## src/sv/ute_pkg.sv

```systemverilog
// Shared types, codes and constants of the unsorted table engine.
`default_nettype none

package ute_pkg;

  localparam int unsigned DEPTH_DEF   = 1024;
  localparam int unsigned VALUE_W     = 32;
  localparam int unsigned FOUND_IDX_W = 10;
  localparam int unsigned ENTRY_CNT_W = 11;
  localparam int unsigned S_TDATA_W   = 40;
  localparam int unsigned M_TDATA_W   = 88;

  typedef enum logic [1:0] {
    OP_INSERT = 2'd0,
    OP_DELETE = 2'd1,
    OP_SEARCH = 2'd2,
    OP_MINMAX = 2'd3
  } op_e;

  typedef enum logic [1:0] {
    STAT_OK        = 2'd0,
    STAT_EMPTY     = 2'd1,
    STAT_NOT_FOUND = 2'd2,
    STAT_FULL      = 2'd3
  } stat_e;

  typedef enum logic [1:0] {
    S_IDLE   = 2'd0,
    S_SCAN   = 2'd1,
    S_SHIFT  = 2'd2,
    S_FINISH = 2'd3
  } state_e;

  typedef struct packed {
    logic load;
    logic scan;
    logic shift;
    logic finish;
  } ctrl_cmd_t;

  typedef struct packed {
    op_e  op;
    logic empty;
    logic match;
    logic scan_done;
    logic shift_done;
  } dp_status_t;

endpackage

`default_nettype wire

```

## src/sv/ute_ctrl.sv

```systemverilog
// Controller state machine of the unsorted table engine.
`default_nettype none

module ute_ctrl
  import ute_pkg::*;
(
  input  wire        clk_i,
  input  wire        rst_ni,
  input  wire        in_valid_i,
  input  op_e        in_op_i,
  input  wire        out_ready_i,
  input  dp_status_t stat_i,
  output logic       in_ready_o,
  output logic       out_valid_o,
  output ctrl_cmd_t  cmd_o
);

  state_e state_q, state_d;
  logic   out_valid_q, out_valid_d;
  logic   out_free;

  assign out_free = !out_valid_q || out_ready_i;

  always_ff @(posedge clk_i or negedge rst_ni) begin
    if (!rst_ni) begin
      state_q     <= S_IDLE;
      out_valid_q <= 1'b0;
    end else begin
      state_q     <= state_d;
      out_valid_q <= out_valid_d;
    end
  end

  // Next state
  always_comb begin
    state_d = state_q;
    unique case (state_q)
      S_IDLE: begin
        if (in_valid_i) begin
          if (in_op_i == OP_INSERT || stat_i.empty) begin
            state_d = S_FINISH;
          end else begin
            state_d = S_SCAN;
          end
        end
      end
      S_SCAN: begin
        if (stat_i.scan_done) begin
          if (stat_i.op == OP_DELETE && stat_i.match) begin
            state_d = S_SHIFT;
          end else begin
            state_d = S_FINISH;
          end
        end
      end
      S_SHIFT: begin
        if (stat_i.shift_done) begin
          state_d = S_FINISH;
        end
      end
      S_FINISH: begin
        if (out_free) begin
          state_d = S_IDLE;
        end
      end
      default: state_d = S_IDLE;
    endcase
  end

  // Outputs
  always_comb begin
    cmd_o       = '0;
    in_ready_o  = 1'b0;
    out_valid_d = out_valid_q && !out_ready_i;
    unique case (state_q)
      S_IDLE: begin
        in_ready_o  = 1'b1;
        cmd_o.load  = in_valid_i;
      end
      S_SCAN:  cmd_o.scan  = 1'b1;
      S_SHIFT: cmd_o.shift = 1'b1;
      S_FINISH: begin
        if (out_free) begin
          cmd_o.finish = 1'b1;
          out_valid_d  = 1'b1;
        end
      end
      default: cmd_o = '0;
    endcase
  end

  assign out_valid_o = out_valid_q;

endmodule

`default_nettype wire

```

## config.mk

```make
export PLATFORM = sky130hd
export DESIGN_NAME = ute_ctrl
export DESIGN_NICKNAME = d
export VERILOG_FILES = /design/src/sv/ute_pkg.sv /design/src/sv/ute_ctrl.sv
export SDC_FILE = /design/constraint.sdc
export NUM_CORES = 1
export LEC_CHECK = 0
export ABC_AREA = 1
export BUFFER_PORTS_ARGS = -buffer_cell sky130_fd_sc_hd__buf_2
export CORE_AREA = 2 2 39 41
export DETAILED_ROUTE_END_ITERATION = 7
export DIE_AREA = 0 0 41 43
export PLACE_DENSITY = 0.42
export SYNTH_ARGS = -nofsm -noshare
export SYNTH_HDL_FRONTEND = slang
export SYNTH_SLANG_ARGS = --single-unit
```

## constraint.sdc

```tcl
create_clock -name clk_i -period 1.3 [get_ports clk_i]
set_input_delay 0.195 -clock clk_i [delete_from_list [all_inputs] [get_ports clk_i]]
set_output_delay 0.195 -clock clk_i [all_outputs]
set_load 0.03 [all_outputs]
```

==> results of run 1 <==
## stage by stage
stage | utilization, % | std cells | power, W
2_1_floorplan | - | 40 | 0.000741
3_3_place_gp | 28.2 | 73 | 0.000893
3_5_place_dp | 28.2 | 73 | 0.000884
4_1_cts | 35.1 | 80 | 0.00125
5_1_grt | 36.6 | 81 | 0.00144
6_report | 36.6 | 81 | 0.00131
## what timing repair did
| item | 4_1_cts | 5_1_grt |
|---|---|---|
| gates cloned | 0 | 0 |
| resized for setup | 15 | 5 |
| buffers inserted | 2 | 2 |
| pin swaps | 2 | 5 |
| endpoints found under the hold margin | 3 | 0 |
| hold buffers | 1 | 0 |
| setup endpoints to repair | 5 | 7 |
## cell families (layout without fill, tap and decap cells)
| family | after synthesis | count (layout) | synth area share (%) |
|---|---|---|---|
| adder cells (fa/ha/maj) | 4 | 4 | 18.0 |
| flip-flops | 3 | 3 | 27.0 |
| AO/OA/AOI/OAI | 4 | 4 | 7.66 |
| buffers and inverters | 9 | 34 | 12.2 |
| AND/OR/NAND/NOR | 20 | 20 | 35.1 |
## metal layers
layer / vias up / share of wire, %
met3: 0 / 6.9
li1: 172 / -
met4: 0 / 0
met2: 10 / 53
met5: - / 0
met1: 144 / 40
## path summary, 6_finish.rpt
kind / endpoint / slack [ns]
max: cmd_o[0] / -0.04
min: out_valid_o / 0.22
max reg2reg: state_q[0] / 0.02
min reg2reg: out_valid_o / 0.53
max in group asynchronous: state_q[1] / 0.90
min in group asynchronous: out_valid_o / 0.29
## where the power goes
group,total (W),switching [W],internal (W),leakage (nW)
logic,0.000952,0.000513,0.000439,0.234
registers,0.000204,0.0000586,0.000145,0.0360
clock network,0.000158,0.0000429,0.000115,0.0150
total,0.00131,0.000614,0.000699,0.285
## synth_stat cells, drive strengths merged
cell type / number
nor2: 3
o21ai: 2
inv: 9
ha: 4
dfrtp: 3
nand2: 14
nand3: 1
nand4: 1
a21oi: 1
o22ai: 1
nand3b: 1
## critical path: stages (launching register included)
cell     delay, ns
dfrtp_1       0.41
ha_2          0.22
inv_2         0.04
a21oi_2       0.11
buf_6         0.14
## flip-flops by register name, indices dropped and copies added (netlist names)
signal	cells
state_q	2
out_valid_o	1
## area by class of cell
class	instances	area share (%)
multi-input cells	28	40.7
clock buffers	4	5.19
well taps	16	3.95
flip-flops and latches	3	14.8
inverters	9	6.67
repair buffers	21	28.6
==> results.txt, run 1 <==
# rows: 14
first drt pass iteration count: 2
H-Tree Depth: 1
final hold vios: 0
commonest cells after routing, fill and taps aside: buf_2, nand2_1, inv_2, nand2_2
CTS tree: yes
register clock-pin slew on the reported worst setup and hold paths: 0.04 ns
multi-input logic area: 206 sq um
PD cells: 2590 nW/um^2
worst clock skew: 0.000149 ns
RR Startpoint: state_q[0]
vias: 326
cell taking the most area after synthesis: dfrtp_1
die area: 1760 sq um
drt wl/cell: 7.83 um
vias in the first global route: 307
Routability Congestion: 0.597
clk buf depth: 2
peak supply drop: 0.752 mV
Layout area overhead: 82.4%
fill cell count: 157
Inserted Clock Buffers: 3
Area after DPL: 390 sq um
failing checks: setup timing
Die H: 43 um
Max Slew Vio Count: 0
Max-cap violations: 0
first-pass GRT wire length: 993 um
DRC: 0
# IOs: 18
vias per cell: 4.02
RSZ-0062 raised after global routing: true
Setup crit start: state_q[0]
DR iter-0 viols: 1
Final Cycle Share: 103%
WHS Path Cells: 4
Core Box Area: 1380 sq um
Reg2Reg Depth: 8
grt met3 use: 1.57%
Final Net Count: 82
Final setup viols: 4
pre-CTS setup slack: 0.0538 ns
max_slew headroom: 88.4%
routed wire length: 634 um
Setup TNS: -0.0834 ns
Worst Setup End Kind: primary output
CP required: 1.11 ns
status: finished, violations left
Cell variety after synth: 15
CTS root buf: clkbuf_4
most used routing layer: met2
Seq. cell area: 75.1 sq um
Synth Register Bits: 3
port bufs: 17
final setup margin: -0.0418 ns
Post-Syn Area: 278 sq um
CTS sink cnt: 3
synthesized net count: 56
Worst Hold Class: input pin to register
critical path launch point type: register
GRT overflow: 0
register area share after synthesis: 27.0%
hold_sp: out_ready_i
Worst Hold Margin: 0.222 ns
cell area after layout: 507 sq um
LEAKAGE: 0.285 nW
chip width: 41 um
gr usage total: 8.35%
grt met1 use: 7.77%
Synth top area share: 27.0%
Antenna Cells: 0
Initial Utilization: 20.1%
post-DP HPWL: 483 um
syn avg cell area: 6.94 sq um
Worst EP arrival: 1.15 ns
ranking of synthesized cells by area: dfrtp_1, ha_1, nand2_1
Synth Warn #: 0
layout cells sized above 1: 63.1%
most common cell after layout, fill and taps aside: buf_2
CP Max Fanout: 5
fin crit period: 1.34 ns
worst setup path category: register to primary output
Mapped Cells: 40
Max Freq: 745 MHz
Worst-Skew Late Latency: 0.23 ns
grt met2 use: 13.8%
initial antenna violation count: 0
antenna violation net count after detailed routing: 0
Worst Tran Pin Value: 0.174 ns
largest net degree at the start of global routing: 6
Power figures use the tool's default switching activity.
==> run 2: changes to the inputs <==
--- a/config.mk
+++ b/config.mk
@@ -5,12 +5,10 @@
 export SDC_FILE = /design/constraint.sdc
 export NUM_CORES = 1
 export LEC_CHECK = 0
-export ABC_AREA = 1
 export BUFFER_PORTS_ARGS = -buffer_cell sky130_fd_sc_hd__buf_2
 export CORE_AREA = 2 2 39 41
 export DETAILED_ROUTE_END_ITERATION = 7
 export DIE_AREA = 0 0 41 43
-export PLACE_DENSITY = 0.42
 export SYNTH_ARGS = -nofsm -noshare
 export SYNTH_HDL_FRONTEND = slang
 export SYNTH_SLANG_ARGS = --single-unit
==> results.txt, run 2 <==
Max-cap violations: 0 (unchanged)
Final Cycle Share: 105% (was 103%)
Worst Setup End Kind: primary output (unchanged)
fill cell count: 136 (was 157)
Antenna Cells: 0 (unchanged)
chip width: 41 um (unchanged)
ranking of synthesized cells by area: dfrtp_1, ha_1, nand2b_1 (was dfrtp_1, ha_1, nand2_1)
Commonest cells post-synth: nand2b_1, ha_1, dfrtp_1 (was nand2_1, inv_1, ha_1)
drt wl/cell: 10.7 um (was 7.83 um)
port bufs: 17 (unchanged)
PD cells: 2640 nW/um^2 (was 2590 nW/um^2)
die area: 1760 sq um (unchanged)
first-pass GRT wire length: 1260 um (was 993 um)
CP cell instances: ha_2 -> and2_1 -> buf_4 (was ha_2 -> inv_2 -> a21oi_2 -> buf_6)
LEAKAGE: 0.274 nW (was 0.285 nW)
Synth top area share: 27.0% (unchanged)
initial antenna violation count: 0 (unchanged)
Die H: 43 um (unchanged)
Setup TNS: -0.170 ns (was -0.0834 ns)
failing checks: setup timing (unchanged)
Cell variety after synth: 15 (unchanged)
multi-input logic area: 244 sq um (was 206 sq um)
Setup crit start: state_q[0] (unchanged)
worst setup path category: register to primary output (unchanged)
hold_sp: out_ready_i (unchanged)
Area after DPL: 437 sq um (was 390 sq um)
commonest cells after routing, fill and taps aside: buf_2, buf_4, buf_6 (was buf_2, nand2_1, inv_2, nand2_2)
switching share of power: 43.8% (was 46.8%)
Initial Utilization: 20.1% (unchanged)
H-Tree Depth: 1 (unchanged)
clk buf depth: 2 (unchanged)
most common cell after layout, fill and taps aside: buf_2 (unchanged)
CP required: 1.11 ns (about the same)
max_slew headroom: 80.8% (was 88.4%)
status: finished, violations left (unchanged)
# IOs: 18 (unchanged)
Layout area overhead: 102% (was 82.4%)
Worst Hold Class: input pin to register (unchanged)
CP Max Fanout: 3 (was 5)
RSZ-0062 raised after global routing: true (unchanged)
routed wire length: 759 um (was 634 um)
syn avg cell area: 10.7 sq um (was 6.94 sq um)
fin crit period: 1.37 ns (was 1.34 ns)
first drt pass iteration count: 1 (was 2)
Mapped Cells: 26 (was 40)
Core Box Area: 1380 sq um (unchanged)
CTS tree: yes (unchanged)
Worst-Skew Late Latency: 0.23 ns (about the same)
Routability Congestion: 0.708 (was 0.597)
antenna violation net count after detailed routing: 0 (unchanged)
Synth Warn #: 0 (unchanged)
GRT overflow: 0 (unchanged)
Inserted Clock Buffers: 3 (unchanged)
Max Freq: 731 MHz (was 745 MHz)
vias: 315 (was 326)
largest register by flop count: state_q (unchanged)
peak supply drop: 1.22 mV (was 0.752 mV)
DR iter-0 viols: 0 (was 1)
final core occ: 40.5% (was 36.6%)
worst clock skew: 0.00281 ns (was 0.000149 ns)
cell taking the most area after synthesis: dfrtp_1 (unchanged)
most numerous cell in the Yosys netlist: nand2b_1 (was nand2_1)
max incr delay on CP: 0.43 ns (was 0.41 ns)
Worst Tran Pin Value: 0.286 ns (was 0.174 ns)
Comb power frac: 74.2% (was 72.5%)
Clk pwr share: 11.0% (was 12.0%)
CTS root buf: clkbuf_4 (unchanged)
register area share after synthesis: 27.0% (unchanged)
Placed Cells: 61 (was 73)
vias per cell: 4.44 (was 4.02)
top_reg_cell synth: dfrtp_1 (unchanged)
vias in the first global route: 355 (was 307)
layout cells sized above 1: 72.7% (was 63.1%)
Seq. cell area: 77.6 sq um (was 75.1 sq um)
post-DP HPWL: 558 um (was 483 um)
# rows: 14 (unchanged)
Internal: 0.000834 W (was 0.000699 W)
CTS sink cnt: 3 (unchanged)
final hold vios: 0 (unchanged)
register clock-pin slew on the reported worst setup and hold paths: 0.04 ns (about the same)
gr usage total: 10.6% (was 8.35%)
Worst EP arrival: 1.17 ns (was 1.15 ns)
CP max stage cell: dfrtp_2 (was dfrtp_1)
DRC: 0 (unchanged)
RR Startpoint: state_q[0] (unchanged)
max reg flops: 2 (unchanged)
cell area after layout: 561 sq um (was 507 sq um)
Final Net Count: 72 (was 82)
final setup margin: -0.0675 ns (was -0.0418 ns)
synthesized net count: 42 (was 56)
Seq pwr share: 14.8% (was 15.5%)
Synth Register Bits: 3 (unchanged)
number of flops mapped to enable cells by yosys: 0 (unchanged)
largest net degree at the start of global routing: 5 (was 6)
Max Slew Vio Count: 0 (unchanged)
Post-Syn Area: 278 sq um (unchanged)
Final setup viols: 4 (unchanged)
Net Sw Power: 0.000649 W (was 0.000614 W)
Final Non-Filler Cells: 71 (was 81)
critical path launch point type: register (unchanged)
async set-reset flop share out of synthesis: 100% (unchanged)
[run 2: repair_timing]
| item | in CTS | in global routing |
|---|---|---|
| endpoints found under the hold margin | 3 | 0 |
| resized for setup | 12 | 5 |
| pin swaps | 1 | 1 |
| hold buffers | 1 | 0 |
| setup buffers | 5 | 0 |
| setup endpoints to repair | 6 | 7 |
[run 2: worst paths after layout]
| check | to | slack (ns) | cells after the start |
|---|---|---|---|
| max | cmd_o[0] | -0.07 | 3 |
| max reg2reg | state_q[1] | -0.01 | 5 |
| min | out_valid_o | 0.26 | 3 |
| max in group asynchronous | state_q[1] | 0.89 | 2 |
| min reg2reg | out_valid_o | 0.60 | 2 |
| min in group asynchronous | state_q[0] | 0.29 | 2 |
[run 2: worst max-delay path: cells and delay by family (launching register included)]
family        cells  cell delay [ns]
fa+ha+maj         1             0.22
buf+inv           1             0.16
flops             1             0.43
simple gates      1             0.14
[run 2: cells by family after synthesis]
| group | count (synthesis) | synth area share [%] |
|---|---|---|
| mux | 2 | 7.21 |
| flops | 3 | 27.0 |
| compound gates | 4 | 13.1 |
| simple gates | 11 | 32.0 |
| buf+inv | 2 | 2.70 |
| fa+ha+maj | 4 | 18.0 |
[run 2: per-stage QoR]
step	hold slack, ns	power (W)	worst slack, ns
after global placement	-0.00896	0.00105	0.0105
after floorplan	-0.101	0.000871	0.0330
after CTS	0.263	0.00145	-0.0722
after global routing	0.294	0.00161	-0.118
final	0.264	0.00148	-0.0675
after detailed placement	-0.00592	0.00104	-0.0298
[run 2: area by class of cell]
type | instances | share of cell area (%)
clock buffers | 4 | 4.69
inverters | 2 | 1.79
multi-input cells | 21 | 43.5
flip-flops and latches | 3 | 13.8
well taps | 16 | 3.57
repair buffers | 25 | 32.6
[run 2: per-layer routing]
layer / wire length (um) / global-route usage (%) / vias up
met2: 370 / 18.1 / 20
li1: - / - / 151
met4: 0 / 2.00 / 0
met1: 304 / 10.3 / 144
met5: 0 / 0 / -
met3: 84 / 6.81 / 0
[run 2: power by group through the flow]
stage               clock network, W  logic (W)  registers, W
floorplan                          0   0.000618      0.000252
global placement                   0   0.000815      0.000236
detailed placement                 0   0.000806      0.000237
CTS                         0.000172    0.00106      0.000217
global route                0.000182    0.00119      0.000229
finish                      0.000163    0.00110      0.000219
==> run 3: changes to the inputs <==
--- a/config.mk
+++ b/config.mk
@@ -6,9 +6,11 @@
 export NUM_CORES = 1
 export LEC_CHECK = 0
 export BUFFER_PORTS_ARGS = -buffer_cell sky130_fd_sc_hd__buf_2
+export CAP_MARGIN = 30
 export CORE_AREA = 2 2 39 41
 export DETAILED_ROUTE_END_ITERATION = 7
 export DIE_AREA = 0 0 41 43
+export PLACE_DENSITY = 0.5
 export SYNTH_ARGS = -nofsm -noshare
 export SYNTH_HDL_FRONTEND = slang
 export SYNTH_SLANG_ARGS = --single-unit
==> results.txt, run 3 (same netlist as run 2, synthesis figures left out) <==
status: finished, violations left (unchanged)
failing checks: setup timing (unchanged)
DRC: 0 (unchanged)
Internal: 0.000917 W (was 0.000834 W)
vias per cell: 4.25 (was 4.44)
Worst Hold Margin: 0.281 ns (was 0.264 ns)
LEAKAGE: 0.292 nW (was 0.274 nW)
worst r2r dst: state_q[1] (unchanged)
R2R Setup Slk: -0.04 ns (was -0.01 ns)
RR Startpoint: state_q[1] (was state_q[0])
CP required: 1.11 ns (about the same)
CTS sink cnt: 3 (unchanged)
max incr delay on CP: 0.46 ns (was 0.43 ns)
max_slew headroom: 82.2% (was 80.8%)
Max Slew Vio Count: 0 (unchanged)
Antenna Cells: 0 (unchanged)
Max-cap violations: 0 (unchanged)
antenna violation net count after detailed routing: 0 (unchanged)
routed wire length: 778 um (was 759 um)
fin crit period: 1.38 ns (was 1.37 ns)
Routability Congestion: 0.676 (was 0.708)
CP max stage cell: dfrtp_2 (unchanged)
vias in the first global route: 293 (was 355)
PD cells: 2680 nW/um^2 (was 2640 nW/um^2)
Core Box Area: 1380 sq um (unchanged)
Reg2Reg Depth: 6 (was 5)
fill cell count: 134 (was 136)
gr usage total: 10.6% (about the same)
chip width: 41 um (unchanged)
Final Cycle Share: 106% (was 105%)
initial antenna violation count: 0 (unchanged)
Worst Tran Pin Value: 0.266 ns (was 0.286 ns)
Worst Setup End Kind: primary output (unchanged)
RSZ-0062 raised after global routing: true (unchanged)
largest net degree at the start of global routing: 5 (unchanged)
Worst-Skew Late Latency: 0.24 ns (was 0.23 ns)
final hold vios: 0 (unchanged)
final setup margin: -0.0808 ns (was -0.0675 ns)
vias: 306 (was 315)
first drt pass iteration count: 4 (was 1)
die area: 1760 sq um (unchanged)
# rows: 14 (unchanged)
crit-path leading delay family: flip-flops (unchanged)
CTS tree: yes (unchanged)
Initial Utilization: 20.1% (unchanged)
post-DP HPWL: 561 um (was 558 um)
# IOs: 18 (unchanged)
register clock-pin slew on the reported worst setup and hold paths: 0.04 ns (about the same)
most common cell after layout, fill and taps aside: buf_2 (unchanged)
largest register by flop count: state_q (unchanged)
Min-Delay Endpoint: out_valid_o (unchanged)
clk buf depth: 2 (unchanged)
Setup TNS: -0.285 ns (was -0.170 ns)
Die H: 43 um (unchanged)
Seq pwr share: 15.3% (was 14.8%)
first-pass GRT wire length: 1200 um (was 1260 um)
Inserted Clock Buffers: 3 (unchanged)
Worst EP arrival: 1.19 ns (was 1.17 ns)
GRT overflow: 0 (unchanged)
drt wl/cell: 10.8 um (was 10.7 um)
Final setup viols: 6 (was 4)
Net Sw Power: 0.000696 W (was 0.000649 W)
commonest cells after routing, fill and taps aside: buf_2, buf_6, buf_4 (was buf_2, buf_4, buf_6)
CTS root buf: clkbuf_4 (unchanged)
Worst Hold Class: input pin to register (unchanged)
Layout area overhead: 117% (was 102%)
worst clock skew: 0.00562 ns (was 0.00281 ns)
CP cell instances: inv_4 -> ha_4 -> and2_4 -> buf_6 (was ha_2 -> and2_1 -> buf_4)
Final Net Count: 73 (was 72)
DR iter-0 viols: 1 (was 0)
hold_sp: out_ready_i (unchanged)
H-Tree Depth: 1 (unchanged)
WHS Path Cells: 3 (unchanged)
Comb power frac: 74.2% (about the same)
worst setup path category: register to primary output (unchanged)
peak supply drop: 0.976 mV (was 1.22 mV)
buffers and inverters on the worst path: 2 (was 1)
CP Max Fanout: 4 (was 3)
critical path launch point type: register (unchanged)
Max Freq: 724 MHz (was 731 MHz)
max reg flops: 2 (unchanged)
Clk pwr share: 10.5% (was 11.0%)
switching share of power: 43.2% (was 43.8%)
port bufs: 17 (unchanged)
layout cells sized above 1: 76.8% (was 72.7%)
==> run 3: cell count changes in the layout (fill, tap and decap cells not counted) <==
| cell | before | now |
|---|---|---|
| ha_4 | 3 | 4 |
| nand2b_1 | 4 | 3 |
| buf_12 | 0 | 1 |
| and2_4 | 1 | 2 |
| inv_4 | 1 | 2 |
| ha_2 | 1 | 0 |
| inv_2 | 1 | 0 |
| and2_1 | 1 | 0 |
| nand2b_4 | 1 | 2 |
==> run 3: power by group through the flow <==
stage	Combinational, W	Sequential, W	Clock [W]
after floorplan	0.000618	0.000252	0
after global placement	0.000825	0.000228	0
after detailed placement	0.000814	0.000233	0
after CTS	0.00105	0.000249	0.000173
after global routing	0.00128	0.000252	0.000184
final	0.00120	0.000247	0.000169
==> run 3: layout make-up <==
type / count / area (sq um) / share of cell area (%)
Sequential cell: 3 / 77.6 / 12.9
Inverter: 2 / 12.5 / 2.07
Clock buffer: 4 / 26.3 / 4.36
Multi-Input combinational cell: 21 / 264 / 43.8
Tap cell: 16 / 20.0 / 3.32
Timing Repair Buffer: 26 / 203 / 33.6
==> run 3: layer usage <==
metal | track usage, % | vias up | part of all wire (%)
li1 | - | 155 | -
met1 | 12.0 | 142 | 41
met2 | 15.6 | 9 | 55
met3 | 4.71 | 0 | 3.6
met4 | 6.00 | 0 | 0
met5 | 0 | - | 0
==> run 3: stage by stage <==
| step | power [W] | cells | setup WS, ns | util (%) | instance area, sq um |
|---|---|---|---|---|---|
| 4_1_cts | 0.00147 | 69 | -0.0919 | 40.2 | 557 |
| 3_3_place_gp | 0.00105 | 61 | -0.0121 | 31.6 | 437 |
| 5_1_grt | 0.00172 | 72 | -0.124 | 43.6 | 603 |
| 2_1_floorplan | 0.000871 | 26 | 0.0330 | - | 317 |
| 3_5_place_dp | 0.00105 | 61 | 0.00634 | 31.6 | 437 |
| 6_report | 0.00161 | 72 | -0.0808 | 43.6 | 603 |
==> run 3: how the worst max path moves through the flow <==
stage                           from    endpoint  slack [ns]  depth (start not counted)
after floorplan           state_q[0]  state_q[0]        0.03                          5
after global placement    state_q[1]  state_q[0]       -0.01                          5
after detailed placement  state_q[1]  state_q[1]       0.006                          5
after CTS                 state_q[1]  in_ready_o       -0.09                          4
after global routing      state_q[1]    cmd_o[3]       -0.12                          4
final                     state_q[1]    cmd_o[3]       -0.08                          4
==> run 3: tightest hold or removal path: cells and delay by family <==
family	cells	cell delay (ns)
and+or+nand+nor	2	0.18
buffers and inverters	1	0.09
==> run 3: what timing repair did <==
action / 4_1_cts / 5_1_grt
resized for setup: 18 / 2
pin swaps: 3 / 0
setup buffers: 3 / 3
hold buffers: 1 / 0
endpoints found under the hold margin: 3 / 0
setup endpoints to repair: 6 / 7
